--- src/sv/stq_pkg.sv ---
// Shared types and codes for the sorted task queue.
// Holds operation codes, result status codes and the controller/datapath structs.
// No dependencies.
`timescale 1ns / 1ps

package stq_pkg;

   // Operation codes on the request func port.
   localparam logic [2:0] FN_ABS    = 3'd0;
   localparam logic [2:0] FN_DELAY  = 3'd1;
   localparam logic [2:0] FN_FRONT  = 3'd2;
   localparam logic [2:0] FN_REMOVE = 3'd3;
   localparam logic [2:0] FN_POP    = 3'd4;

   // Result status codes.
   localparam logic [2:0] ST_INSERTED  = 3'd0;
   localparam logic [2:0] ST_DUPLICATE = 3'd1;
   localparam logic [2:0] ST_FULL      = 3'd2;
   localparam logic [2:0] ST_REMOVED   = 3'd3;
   localparam logic [2:0] ST_POPPED    = 3'd4;
   localparam logic [2:0] ST_NONE      = 3'd5;

   // Commands from the controller to the datapath.
   typedef struct packed {
      logic       load;         // capture the request operands
      logic       load_delay;   // due time is now plus the delay
      logic       compare;      // register per-cell compare vectors
      logic       apply_timed;  // ordered insert
      logic       apply_front;  // insert at head with time zero
      logic       apply_pop;    // drop the head entry
      logic       rot_step;     // one rotation step of a remove
      logic       reply;        // load the result registers
      logic [2:0] status;       // status code of the result
   } stq_cmd_type;

   // Status from the datapath to the controller.
   typedef struct packed {
      logic full;
      logic dup;
      logic head_due;
      logic rot_done;
   } stq_sts_type;

endpackage

--- src/sv/stq_ctrl.sv ---
// Controller state machine of the sorted task queue.
// Sequences compare, update and remove rotation; depends on stq_pkg.
`timescale 1ns / 1ps

module stq_ctrl (
   input  logic                 clock,
   input  logic                 reset,
   input  logic                 start,
   input  logic [2:0]           req_func,
   output logic                 busy,
   output logic                 rsp_valid,
   output stq_pkg::stq_cmd_type cmd,
   input  stq_pkg::stq_sts_type sts
);
   import stq_pkg::*;

   typedef enum logic [1:0] {
      S_IDLE,
      S_COMPARE,
      S_APPLY,
      S_ROTATE
   } state_type;

   state_type  state_ff, state_in;
   logic       busy_ff, busy_in;
   logic       rsp_valid_ff, rsp_valid_in;
   logic [2:0] func_ff, func_in;

   always_comb begin
      state_in     = state_ff;
      busy_in      = busy_ff;
      rsp_valid_in = 1'b0;
      func_in      = func_ff;
      cmd          = '0;
      cmd.status   = ST_NONE;
      unique case (state_ff)
         S_IDLE: begin
            if (start) begin
               cmd.load       = 1'b1;
               cmd.load_delay = (req_func == FN_DELAY);
               func_in        = req_func;
               busy_in        = 1'b1;
               state_in       = S_COMPARE;
            end
         end
         S_COMPARE: begin
            cmd.compare = 1'b1;
            state_in    = (func_ff == FN_REMOVE) ? S_ROTATE : S_APPLY;
         end
         S_APPLY: begin
            case (func_ff) inside
               FN_ABS, FN_DELAY: begin
                  if (sts.full) begin
                     cmd.status = ST_FULL;
                  end else if (sts.dup) begin
                     cmd.status = ST_DUPLICATE;
                  end else begin
                     cmd.status      = ST_INSERTED;
                     cmd.apply_timed = 1'b1;
                  end
               end
               FN_FRONT: begin
                  if (sts.full) begin
                     cmd.status = ST_FULL;
                  end else begin
                     cmd.status      = ST_INSERTED;
                     cmd.apply_front = 1'b1;
                  end
               end
               FN_POP: begin
                  if (sts.head_due) begin
                     cmd.status    = ST_POPPED;
                     cmd.apply_pop = 1'b1;
                  end
               end
               default: begin
                  cmd.status = ST_NONE;
               end
            endcase
            cmd.reply    = 1'b1;
            rsp_valid_in = 1'b1;
            busy_in      = 1'b0;
            state_in     = S_IDLE;
         end
         S_ROTATE: begin
            if (sts.rot_done) begin
               cmd.status   = ST_REMOVED;
               cmd.reply    = 1'b1;
               rsp_valid_in = 1'b1;
               busy_in      = 1'b0;
               state_in     = S_IDLE;
            end else begin
               cmd.rot_step = 1'b1;
            end
         end
         default: begin
            state_in = S_IDLE;
         end
      endcase
   end

   always_ff @(posedge clock) begin
      if (reset) begin
         state_ff     <= S_IDLE;
         busy_ff      <= 1'b0;
         rsp_valid_ff <= 1'b0;
         func_ff      <= FN_ABS;
      end else begin
         state_ff     <= state_in;
         busy_ff      <= busy_in;
         rsp_valid_ff <= rsp_valid_in;
         func_ff      <= func_in;
      end
   end

   assign busy      = busy_ff;
   assign rsp_valid = rsp_valid_ff;

   // A result always closes the transaction, so the block is free while it shows.
   a_rsp_not_busy: assert property (@(posedge clock) disable iff (reset)
      rsp_valid_ff |-> !busy_ff)
      else $error("result strobe while busy");

   a_start_busy: assert property (@(posedge clock) disable iff (reset)
      (start && !busy_ff) |=> (busy_ff && state_ff == S_COMPARE))
      else $error("accepted request did not enter compare");

   a_busy_state: assert property (@(posedge clock) disable iff (reset)
      busy_ff == (state_ff != S_IDLE))
      else $error("busy flag disagrees with state");

endmodule

--- src/sv/stq_dp.sv ---
// Datapath of the sorted task queue: a chain of entry cells with local compare.
// Cells shift left, right or load the new entry under controller commands; depends on stq_pkg.
`timescale 1ns / 1ps

module stq_dp #(
   parameter int CAPACITY = 16,
   parameter int ID_BITS  = 8
) (
   input  logic                         clock,
   input  logic                         reset,
   input  stq_pkg::stq_cmd_type         cmd,
   output stq_pkg::stq_sts_type         sts,
   input  logic [ID_BITS-1:0]           req_task_id,
   input  logic [31:0]                  req_time_value,
   input  logic [31:0]                  req_now_ms,
   output logic [2:0]                   rsp_status,
   output logic [ID_BITS-1:0]           rsp_popped_id,
   output logic [31:0]                  rsp_popped_time,
   output logic [$clog2(CAPACITY+1)-1:0] rsp_removed_count,
   output logic [$clog2(CAPACITY+1)-1:0] rsp_pending_count
);
   import stq_pkg::*;

   localparam int CNT_W = $clog2(CAPACITY + 1);

   // Entry cells.
   logic [31:0]        cell_time_ff [CAPACITY];
   logic [31:0]        cell_time_in [CAPACITY];
   logic [ID_BITS-1:0] cell_id_ff   [CAPACITY];
   logic [ID_BITS-1:0] cell_id_in   [CAPACITY];

   logic [CNT_W-1:0]   count_ff, count_in;
   logic [CNT_W-1:0]   rot_left_ff, rot_left_in;
   logic [CNT_W-1:0]   removed_ff, removed_in;
   logic [ID_BITS-1:0] tgt_id_ff, tgt_id_in;
   logic [31:0]        tgt_time_ff, tgt_time_in;
   logic [31:0]        now_ff, now_in;
   logic [CAPACITY-1:0] le_ff, le_in;
   logic [CAPACITY-1:0] hit_ff, hit_in;
   logic               head_due_ff, head_due_in;
   logic [2:0]         status_ff, status_in;
   logic [ID_BITS-1:0] pid_ff, pid_in;
   logic [31:0]        ptime_ff, ptime_in;
   logic [CNT_W-1:0]   tail;
   logic               head_match;

   assign tail       = count_ff - CNT_W'(1);
   assign head_match = (cell_id_ff[0] == tgt_id_ff);

   // Per-cell compare: entry is live and due no later than the new time.
   always_comb begin
      for (int k = 0; k < CAPACITY; k++) begin
         le_in[k]  = (CNT_W'(k) < count_ff) && (cell_time_ff[k] <= tgt_time_ff);
         hit_in[k] = le_in[k] && (cell_id_ff[k] == tgt_id_ff);
      end
      head_due_in = (count_ff != '0) && (cell_time_ff[0] <= now_ff);
   end

   // Cell update. Because the entries are sorted, le_ff is a run of ones from
   // the head, so each cell finds its own role from itself and its neighbor.
   always_comb begin
      for (int k = 0; k < CAPACITY; k++) begin
         cell_time_in[k] = cell_time_ff[k];
         cell_id_in[k]   = cell_id_ff[k];
         if (cmd.apply_front) begin
            if (k == 0) begin
               cell_time_in[k] = '0;
               cell_id_in[k]   = tgt_id_ff;
            end else begin
               cell_time_in[k] = cell_time_ff[k-1];
               cell_id_in[k]   = cell_id_ff[k-1];
            end
         end else if (cmd.apply_timed) begin
            if (k == 0) begin
               if (!le_ff[0]) begin
                  cell_time_in[k] = tgt_time_ff;
                  cell_id_in[k]   = tgt_id_ff;
               end
            end else begin
               if (le_ff[k-1] && !le_ff[k]) begin
                  cell_time_in[k] = tgt_time_ff;
                  cell_id_in[k]   = tgt_id_ff;
               end else if (!le_ff[k-1]) begin
                  cell_time_in[k] = cell_time_ff[k-1];
                  cell_id_in[k]   = cell_id_ff[k-1];
               end
            end
         end else if (cmd.apply_pop || cmd.rot_step) begin
            if (k < CAPACITY - 1) begin
               cell_time_in[k] = cell_time_ff[k+1];
               cell_id_in[k]   = cell_id_ff[k+1];
            end
            // A kept head wraps around to the tail of the live entries.
            if (cmd.rot_step && !head_match && (CNT_W'(k) == tail)) begin
               cell_time_in[k] = cell_time_ff[0];
               cell_id_in[k]   = cell_id_ff[0];
            end
         end
      end
   end

   always_comb begin
      count_in    = count_ff;
      rot_left_in = rot_left_ff;
      removed_in  = removed_ff;
      tgt_id_in   = tgt_id_ff;
      tgt_time_in = tgt_time_ff;
      now_in      = now_ff;
      status_in   = status_ff;
      pid_in      = pid_ff;
      ptime_in    = ptime_ff;
      if (cmd.load) begin
         tgt_id_in   = req_task_id;
         tgt_time_in = cmd.load_delay ? (req_now_ms + req_time_value) : req_time_value;
         now_in      = req_now_ms;
         rot_left_in = count_ff;
         removed_in  = '0;
      end
      if (cmd.apply_timed || cmd.apply_front) begin
         count_in = count_ff + CNT_W'(1);
      end
      if (cmd.apply_pop) begin
         count_in = count_ff - CNT_W'(1);
      end
      if (cmd.rot_step) begin
         rot_left_in = rot_left_ff - CNT_W'(1);
         if (head_match) begin
            count_in   = count_ff - CNT_W'(1);
            removed_in = removed_ff + CNT_W'(1);
         end
      end
      if (cmd.reply) begin
         status_in = cmd.status;
         pid_in    = cmd.apply_pop ? cell_id_ff[0] : '0;
         ptime_in  = cmd.apply_pop ? cell_time_ff[0] : '0;
      end
   end

   always_ff @(posedge clock) begin
      if (reset) begin
         count_ff <= '0;
      end else begin
         count_ff <= count_in;
      end
   end

   always_ff @(posedge clock) begin
      cell_time_ff <= cell_time_in;
      cell_id_ff   <= cell_id_in;
      rot_left_ff  <= rot_left_in;
      removed_ff   <= removed_in;
      tgt_id_ff    <= tgt_id_in;
      tgt_time_ff  <= tgt_time_in;
      now_ff       <= now_in;
      status_ff    <= status_in;
      pid_ff       <= pid_in;
      ptime_ff     <= ptime_in;
      if (cmd.compare) begin
         le_ff       <= le_in;
         hit_ff      <= hit_in;
         head_due_ff <= head_due_in;
      end
   end

   assign sts.full     = (count_ff == CNT_W'(CAPACITY));
   assign sts.dup      = |hit_ff;
   assign sts.head_due = head_due_ff;
   assign sts.rot_done = (rot_left_ff == '0);

   assign rsp_status        = status_ff;
   assign rsp_popped_id     = pid_ff;
   assign rsp_popped_time   = ptime_ff;
   assign rsp_removed_count = removed_ff;
   assign rsp_pending_count = count_ff;

   a_count_range: assert property (@(posedge clock) disable iff (reset)
      count_ff <= CNT_W'(CAPACITY))
      else $error("entry count beyond capacity");

   a_pop_count: assert property (@(posedge clock) disable iff (reset)
      cmd.apply_pop |=> (count_ff == $past(count_ff) - CNT_W'(1)))
      else $error("pop did not shorten the queue");

   a_insert_room: assert property (@(posedge clock) disable iff (reset)
      (cmd.apply_timed || cmd.apply_front) |-> (count_ff != CNT_W'(CAPACITY)))
      else $error("insert into a full queue");

endmodule

--- src/sv/sorted_task_queue.sv ---
// Top level of the sorted task queue: controller plus cell-chain datapath.
// Depends on stq_pkg, stq_ctrl and stq_dp.
`timescale 1ns / 1ps
// Inserts, pops and unused codes pass through the compare and apply states before
// the registered result strobe; a remove instead steps through the rotation that
// passes every entry once through the head cell. The block handles one transaction
// at a time; busy drops in the strobe cycle and the receiver cannot stall, so results
// never back up.
// Reset (synchronous, active high) empties the queue and idles the controller.

module sorted_task_queue #(
   parameter int CAPACITY = 16,
   parameter int ID_BITS  = 8
) (
   input  logic                          clock,
   input  logic                          reset,
   input  logic                          start,
   output logic                          busy,
   input  logic [2:0]                    req_func,
   input  logic [ID_BITS-1:0]            req_task_id,
   input  logic [31:0]                   req_time_value,
   input  logic [31:0]                   req_now_ms,
   output logic                          rsp_valid,
   output logic [2:0]                    rsp_status,
   output logic [ID_BITS-1:0]            rsp_popped_id,
   output logic [31:0]                   rsp_popped_time,
   output logic [$clog2(CAPACITY+1)-1:0] rsp_removed_count,
   output logic [$clog2(CAPACITY+1)-1:0] rsp_pending_count
);
   import stq_pkg::*;

   // The controller and the datapath talk only through these two structs.
   stq_cmd_type cmd;
   stq_sts_type sts;

   // The controller sequences each transaction: capture, compare all cells
   // at once, then either an update or a rotation for a remove.
   stq_ctrl u_ctrl (
      .clock     (clock),
      .reset     (reset),
      .start     (start),
      .req_func  (req_func),
      .busy      (busy),
      .rsp_valid (rsp_valid),
      .cmd       (cmd),
      .sts       (sts)
   );

   // The datapath holds the ordered entries in a chain of cells; each cell
   // compares itself with the request and moves in step with its neighbors.
   stq_dp #(
      .CAPACITY (CAPACITY),
      .ID_BITS  (ID_BITS)
   ) u_dp (
      .clock             (clock),
      .reset             (reset),
      .cmd               (cmd),
      .sts               (sts),
      .req_task_id       (req_task_id),
      .req_time_value    (req_time_value),
      .req_now_ms        (req_now_ms),
      .rsp_status        (rsp_status),
      .rsp_popped_id     (rsp_popped_id),
      .rsp_popped_time   (rsp_popped_time),
      .rsp_removed_count (rsp_removed_count),
      .rsp_pending_count (rsp_pending_count)
   );

endmodule

--- config.mk ---
export PLATFORM = sky130hd
export DESIGN_NAME = sorted_task_queue
export DESIGN_NICKNAME = d
export VERILOG_FILES = /design/src/sv/stq_pkg.sv /design/src/sv/stq_ctrl.sv /design/src/sv/stq_dp.sv /design/src/sv/sorted_task_queue.sv
export SDC_FILE = /design/constraint.sdc
export NUM_CORES = 2
export LEC_CHECK = 0
export ABC_AREA = 0
export ABC_CLOCK_PERIOD_IN_PS = 11900
export BUFFER_PORTS_ARGS = -buffer_cell sky130_fd_sc_hd__buf_2
export CELL_PAD_IN_SITES_DETAIL_PLACEMENT = 1
export CELL_PAD_IN_SITES_GLOBAL_PLACEMENT = 1
export CORE_ASPECT_RATIO = 1.25
export CORE_MARGIN = 1
export CORE_UTILIZATION = 56
export DETAILED_ROUTE_END_ITERATION = 8
export PLACE_DENSITY_LB_ADDON = 0.1
export SLEW_MARGIN = 20
export SYNTH_ARGS = -nofsm -noshare
export SYNTH_HDL_FRONTEND = slang
export SYNTH_SLANG_ARGS = --single-unit
--- constraint.sdc ---
create_clock -name clock -period 11.9 [get_ports clock]
set_clock_uncertainty 0.1 [all_clocks]
set_input_delay 2.38 -clock clock [delete_from_list [all_inputs] [get_ports clock]]
set_output_delay 2.38 -clock clock [all_outputs]
set_load 0.02 [all_outputs]
; Yosys cells after proc, flatten, opt, wreduce, memory -nomap -nowiden
; Index checks and enable logic that the tools add are counted.
[op_classes]
add_sub_neg = 5
order_cmp = 33
eq_ne = 61
mux = 233
n_reduce_logical = 115
[op_table]
columns = op, count
row1 = two-way mux 32 bit, 95
row2 = two-way mux 8 bit, 95
row3 = <= comparator 32 bit, 17
row4 = == test 8 bit, 16
row5 = logical AND 1 bit, 65
row6 = "!= test 4 bit, second input constant", 15
row7 = two-way mux 5 bit, 9
row8 = "== test 4 x 5 -> 1 bit, first input constant", 8
row9 = "less-than comparator 4 x 5 -> 1 bit, first input constant", 8
row10 = adder 32 bit, 1
row11 = AND reduction 2 bit, 16
row12 = "== test 3 x 5 -> 1 bit, first input constant", 4
row13 = "less-than comparator 3 x 5 -> 1 bit, first input constant", 4
row14 = two-way mux 1 bit, 19
row15 = zero test 1 bit, 16
row16 = OR reduction 16 bit, 1
row17 = two-way mux 3 bit, 5
row18 = AND reduction 3 bit, 4
row19 = "adder 5 x 1 -> 5 bit, second input constant", 2
row20 = "== test 2 x 5 -> 1 bit, first input constant", 2
row21 = zero test 5 bit, 2
row22 = "less-than comparator 1 x 5 -> 1 bit, first input constant", 2
row23 = "less-than comparator 2 x 5 -> 1 bit, first input constant", 2
row24 = two-way mux 2 bit, 5
row25 = other kinds (24), 34
[totals]
register_bits = 810
in_bits = 78
output_inout_bits = 55
wordCells = 495

; Logic depth before layout (Yosys ltp)
[logic_depth]
word_depth = 10
ltp_mapped = 14

; By module
; From an unflattened synthesis, not the netlist that was laid out.
[unflattened]
cells_unflattened = 5354
area_unflattened_um2 = 56904.6
[modules_own_cells]
columns = mod, instances, cells_per_inst, area_each_um2, seq_area_each_um2
row1 = stq_dp, 1, 5307, 56510.4, 23692.7
row2 = stq_ctrl, 1, 47, 394.1, 140.1

; Worst setup path before layout
; OpenSTA, ideal clock, no wires.
[synth_path]
path_kind = input port to flip-flop
startpoint = input start
endpoint = register u_dp.tgt_time_ff[12] (data pin)
arrival_time_ns = 5.181
required_ns = 11.540
slack_ns = 6.359
cell_stages = 5
path_cell_list = nand2_1 -> inv_1 -> nand3_1 -> clkbuf_1 -> mux2_2
[synth_between]
elab_chain_cells = 3
[synth_rtl]
columns = item, line_no
row1 = from (decl), sorted_task_queue.sv:17  ; input logic start,
row2 = two-way mux 2 bit, stq_ctrl.sv:38  ; if (start) begin
row3 = two-way mux 2 bit, stq_ctrl.sv:36  ; unique case (state_ff)
row4 = two-way mux 32 bit, stq_dp.sv:114  ; tgt_time_in = cmd.load_delay ? (req_now_ms + req_time_value) : req_time_value;
row5 = to (signal assigned), stq_dp.sv:153  ; tgt_time_ff <= tgt_time_in;
row6 = to (decl), stq_dp.sv:36  ; logic [31:0] tgt_time_ff, tgt_time_in;
; Every way passes these cells.
; A chain may end at the register's enable or synchronous reset.

; Worst setup path in the final report
[layout_path]
startpoint = register u_dp.tgt_time_ff[24]
endpoint = register u_dp.hit_ff[6] (data pin)
[layout_between]
elab_chain_cells = 3
[layout_rtl]
columns = item, line_no
row1 = <= comparator 32 bit, stq_dp.sv:53  ; le_in[k] = (CNT_W'(k) < count_ff) && (cell_time_ff[k] <= tgt_time_ff);
row2 = logical AND 1 bit, stq_dp.sv:53
row3 = via u_dp.le_in[6], stq_dp.sv:38  ; logic [CAPACITY-1:0] le_ff, le_in;
row4 = logical AND 1 bit, stq_dp.sv:54  ; hit_in[k] = le_in[k] && (cell_id_ff[k] == tgt_id_ff);
row5 = via u_dp.hit_in[6], stq_dp.sv:39  ; logic [CAPACITY-1:0] hit_ff, hit_in;
row6 = to (signal assigned), stq_dp.sv:160  ; hit_ff <= hit_in;
row7 = to (decl), stq_dp.sv:39
; The timed path passes the listed nets, and every way through them passes these cells.

==> insert_results.sql <==
INSERT INTO impl_metrics (metric_group, metric, value, unit) VALUES
('outcome', 'result_of_the_run', 'complete, no violations', ''),
('placement', 'dpl_worst_slack', '6310', 'ps'),
('detailed_routing', 'drt_drc_violations_left', '0', ''),
('clocking', 'cts_root_buffer', 'clkbuf_16', ''),
('setup_path', 'cp-start-kind', 'register', ''),
('die', 'core', '99600', 'sq um'),
('power', 'power_per_cell_area', '129', 'nW/um^2'),
('die', 'die_area', '102000', 'sq um'),
('global_routing', 'global_route.usage.total', '45.1', '%'),
('detailed_routing', 'detail_route.vias_per_cell', '7.51', ''),
('timing', 'timing.final.crit_share', '43.2', '%'),
('synthesis', 'synth_largest_area_cell', 'edfxtp_1', ''),
('placement', 'postPlaceCellArea', '58500', 'sq um'),
('detailed_routing', 'routed_wire_length', '235000', 'um'),
('global_routing', 'first_global_vias', '52700', ''),
('die', 'fp.dieH', '357', 'um'),
('setup_path', 'reg2reg_depth', '11', ''),
('clocking', 'postCtsSetupBuffers', '0', ''),
('setup_path', 'library_cell_contributing_the_largest_single_delay_on_the_critical_path', 'edfxtp_1', ''),
('global_routing', 'globalRouteOverflowTotal', '0', ''),
('global_routing', 'grt_max_degree', '210', ''),
('synthesis', 'syn_area', '56600', 'sq um'),
('clocking', 'cts.htree.levels', '3', ''),
('synthesis', 'postSynthAreaPerCell', '10.5', 'sq um'),
('setup_path', 'worstSetupPathType', 'register to register', ''),
('layout', 'post_route_cells_drive_above_1_share', '9.18', '%'),
('setup_path', 'critical_path.reg2reg.endpoint', 'u_dp.hit_ff[6]', ''),
('timing', 'setup_ws', '6760', 'ps'),
('synthesis', 'synth_seq_area_share', '42.1', '%'),
('timing', 'hold_fails_final_rpt', '0', ''),
('setup_path', 'critical_path_required', '12380', 'ps'),
('timing', 'rsz0062_at_grt', 'no', ''),
('clocking', 'cts_tree', 'yes', ''),
('placement', 'replace_congestion', '0.984', ''),
('layout', 'syn2layout_area_growth', '8.89', '%'),
('clocking', 'clock_tree_buffer_depth', '3', ''),
('timing', 'max_fclk', '0.195', 'GHz'),
('die', 'floorplan.die.width', '286', 'um'),
('die', 'initial_core_util', '56.8', '%'),
('clocking', 'post_cts.resized_instances', '0', ''),
('layout', 'design.final.nets', '5933', ''),
('clocking', 'insertion_delay', '730', 'ps'),
('power', 'design_power_total', '7.92', 'mW'),
('timing', 'setup_tns', '0', 'ps'),
('setup_path', 'worst-endpoint-arrival', '5610', 'ps'),
('min_path', 'worst_hold_path_type', 'register to register', ''),
('layout', 'final.fill_count', '10400', ''),
('clocking', 'clk_pin_slew_worst_paths', '60', 'ps'),
('synthesis', 'synthesis.nets', '6053', ''),
('detailed_routing', 'first_iter_violations', '6599', ''),
('layout', 'most_common_cell_after_layout_fill_and_taps_aside', 'edfxtp_1', ''),
('timing', 'final_count_of_negative_setup_slack_endpoints', '0', ''),
('min_path', 'min_delay_worst_endpoint', 'u_dp.rsp_removed_count[4]', ''),
('setup_path', 'largest_stage_delay_on_the_critical_path', '920', 'ps'),
('synthesis', 'netlist.area_leader.share', '40.4', '%'),
('setup_path', 'critical_path.cell_chain', 'inv_1 > ha_1 > a21o_1 > a21oi_1 > nor2b_1 > o21ai_0 > nand2b_1 > a2111oi_0 > o221ai_1 > o21ai_0 > and3_1', ''),
('die', 'io-pin-count', '133', ''),
('setup_path', 'crit_path_max_fanout', '17', ''),
('timing', 'max_slew_margin', '18.1', '%'),
('detailed_routing', 'postRouteAntennaNets', '0', ''),
('die', 'core.rowCount', '129', ''),
('min_path', 'timing.hold.worst.start', 'u_dp.rsp_removed_count[4]', ''),
('power', 'ir_drop', '0.000117', 'V'),
('timing', 'slew_at_the_pin_closest_to_its_max_slew_limit', '1220', 'ps'),
('layout', 'most_used_cells_in_the_layout_excluding_fill_and_tap_cells', 'edfxtp_1, o21ai_0, ha_1', ''),
('detailed_routing', 'detailroute.via_count', '50000', ''),
('detailed_routing', 'wl_cell', '35.3', 'um'),
('placement', 'place_inst', '6487', ''),
('placement', 'port_buffers', '132', ''),
('timing', 'final_max_slew_viol_count', '0', ''),
('clocking', 'cts.sinks', '810', '');
[logic make-up after synthesis]
group           Yosys count  synth area share [%]
simple gates            864                  7.70
xor+xnor                162                  2.51
fa+ha+maj               584                  12.9
flops                   810                  42.1
buf+inv                 574                  4.18
compound gates         1875                  21.3
mux                     522                  9.25
[cell type report]
class | count | area [sq um] | share of cell area (%)
inverters | 95 | 359 | 0.583
repair buffers | 266 | 1700 | 2.76
flip-flops and latches | 810 | 23800 | 38.7
well taps | 1310 | 1640 | 2.66
clock buffers | 120 | 2550 | 4.14
diodes | 2 | 5.00 | 0.00813
multi-input cells | 4007 | 31000 | 50.3
clock inverters | 48 | 532 | 0.863
[worst max path at each step]
| stage | to | slack, ps |
|---|---|---|
| floorplan | u_dp.tgt_time_ff[12] | 6360 |
| global placement | u_dp.tgt_time_ff[25] | 6390 |
| detailed placement | u_dp.tgt_time_ff[30] | 6310 |
| CTS | u_dp.tgt_time_ff[25] | 7040 |
| global route | u_dp.hit_ff[6] | 6740 |
| finish | u_dp.hit_ff[6] | 6760 |
[layer usage]
layer | vias to the layer above | part of all wire (%) | routed length [um] | GRT usage (%)
met5 | - | 0.0098 | 23 | 0
met4 | 4 | 9.6 | 22500 | 39.2
met3 | 1246 | 9.4 | 22000 | 9.89
met2 | 3319 | 47 | 111000 | 74.6
met1 | 24800 | 34 | 79300 | 49.2
li1 | 20600 | - | - | -
[synthesized netlist by cell type, types with 122 or more instances]
cell / number
o21ai_0: 584
nand2_1: 245
nor2_1: 181
a21o_1: 227
clkbuf_1: 323
ha_1: 583
nand4_1: 122
edfxtp_1: 761
a21oi_1: 180
xor2_1: 132
mux2i_1: 519
a22oi_1: 531
[registers in the layout, summed over array words and instances (netlist names)]
signal	cells
u_ctrl.state_ff	2
u_dp.rsp_popped_id	8
u_dp.tgt_time_ff	32
u_dp.cell_time_ff	512
u_dp.rsp_pending_count	5
u_dp.le_ff	16
u_dp.cell_id_ff	128
u_dp.head_due_ff	1
u_ctrl.func_ff	3
u_ctrl.rsp_valid	1
u_dp.rsp_status	3
u_dp.rsp_popped_time	32
u_dp.tgt_id_ff	8
u_dp.hit_ff	16
u_dp.rot_left_ff	5
u_dp.rsp_removed_count	5
u_dp.now_ff	32
u_ctrl.busy	1
[worst max-delay path, delay by kind of cell, from the launching register on]
family          cells  cell delay, ps
compound gates      6            2530
fa+ha+maj           1             380
buf+inv             1             610
flops               1             920
simple gates        3             440
[power breakdown]
part | switching, mW | leakage, nW | internal [mW] | total [mW]
clock | 1.29 | 1.51 | 1.76 | 3.05
sequential | 0.225 | 7.35 | 3.23 | 3.45
combinational | 0.933 | 14.2 | 0.486 | 1.42
total | 2.45 | 23.1 | 5.47 | 7.92
[through the flow]
stage | util [%] | hold slack [ps]
floorplan | - | 376
global placement | 58.7 | 359
detailed placement | 58.7 | 414
CTS | 61.8 | 428
global route | 61.8 | 439
finish | 61.8 | 418
No activity file was read; power rests on OpenSTA's default activity.
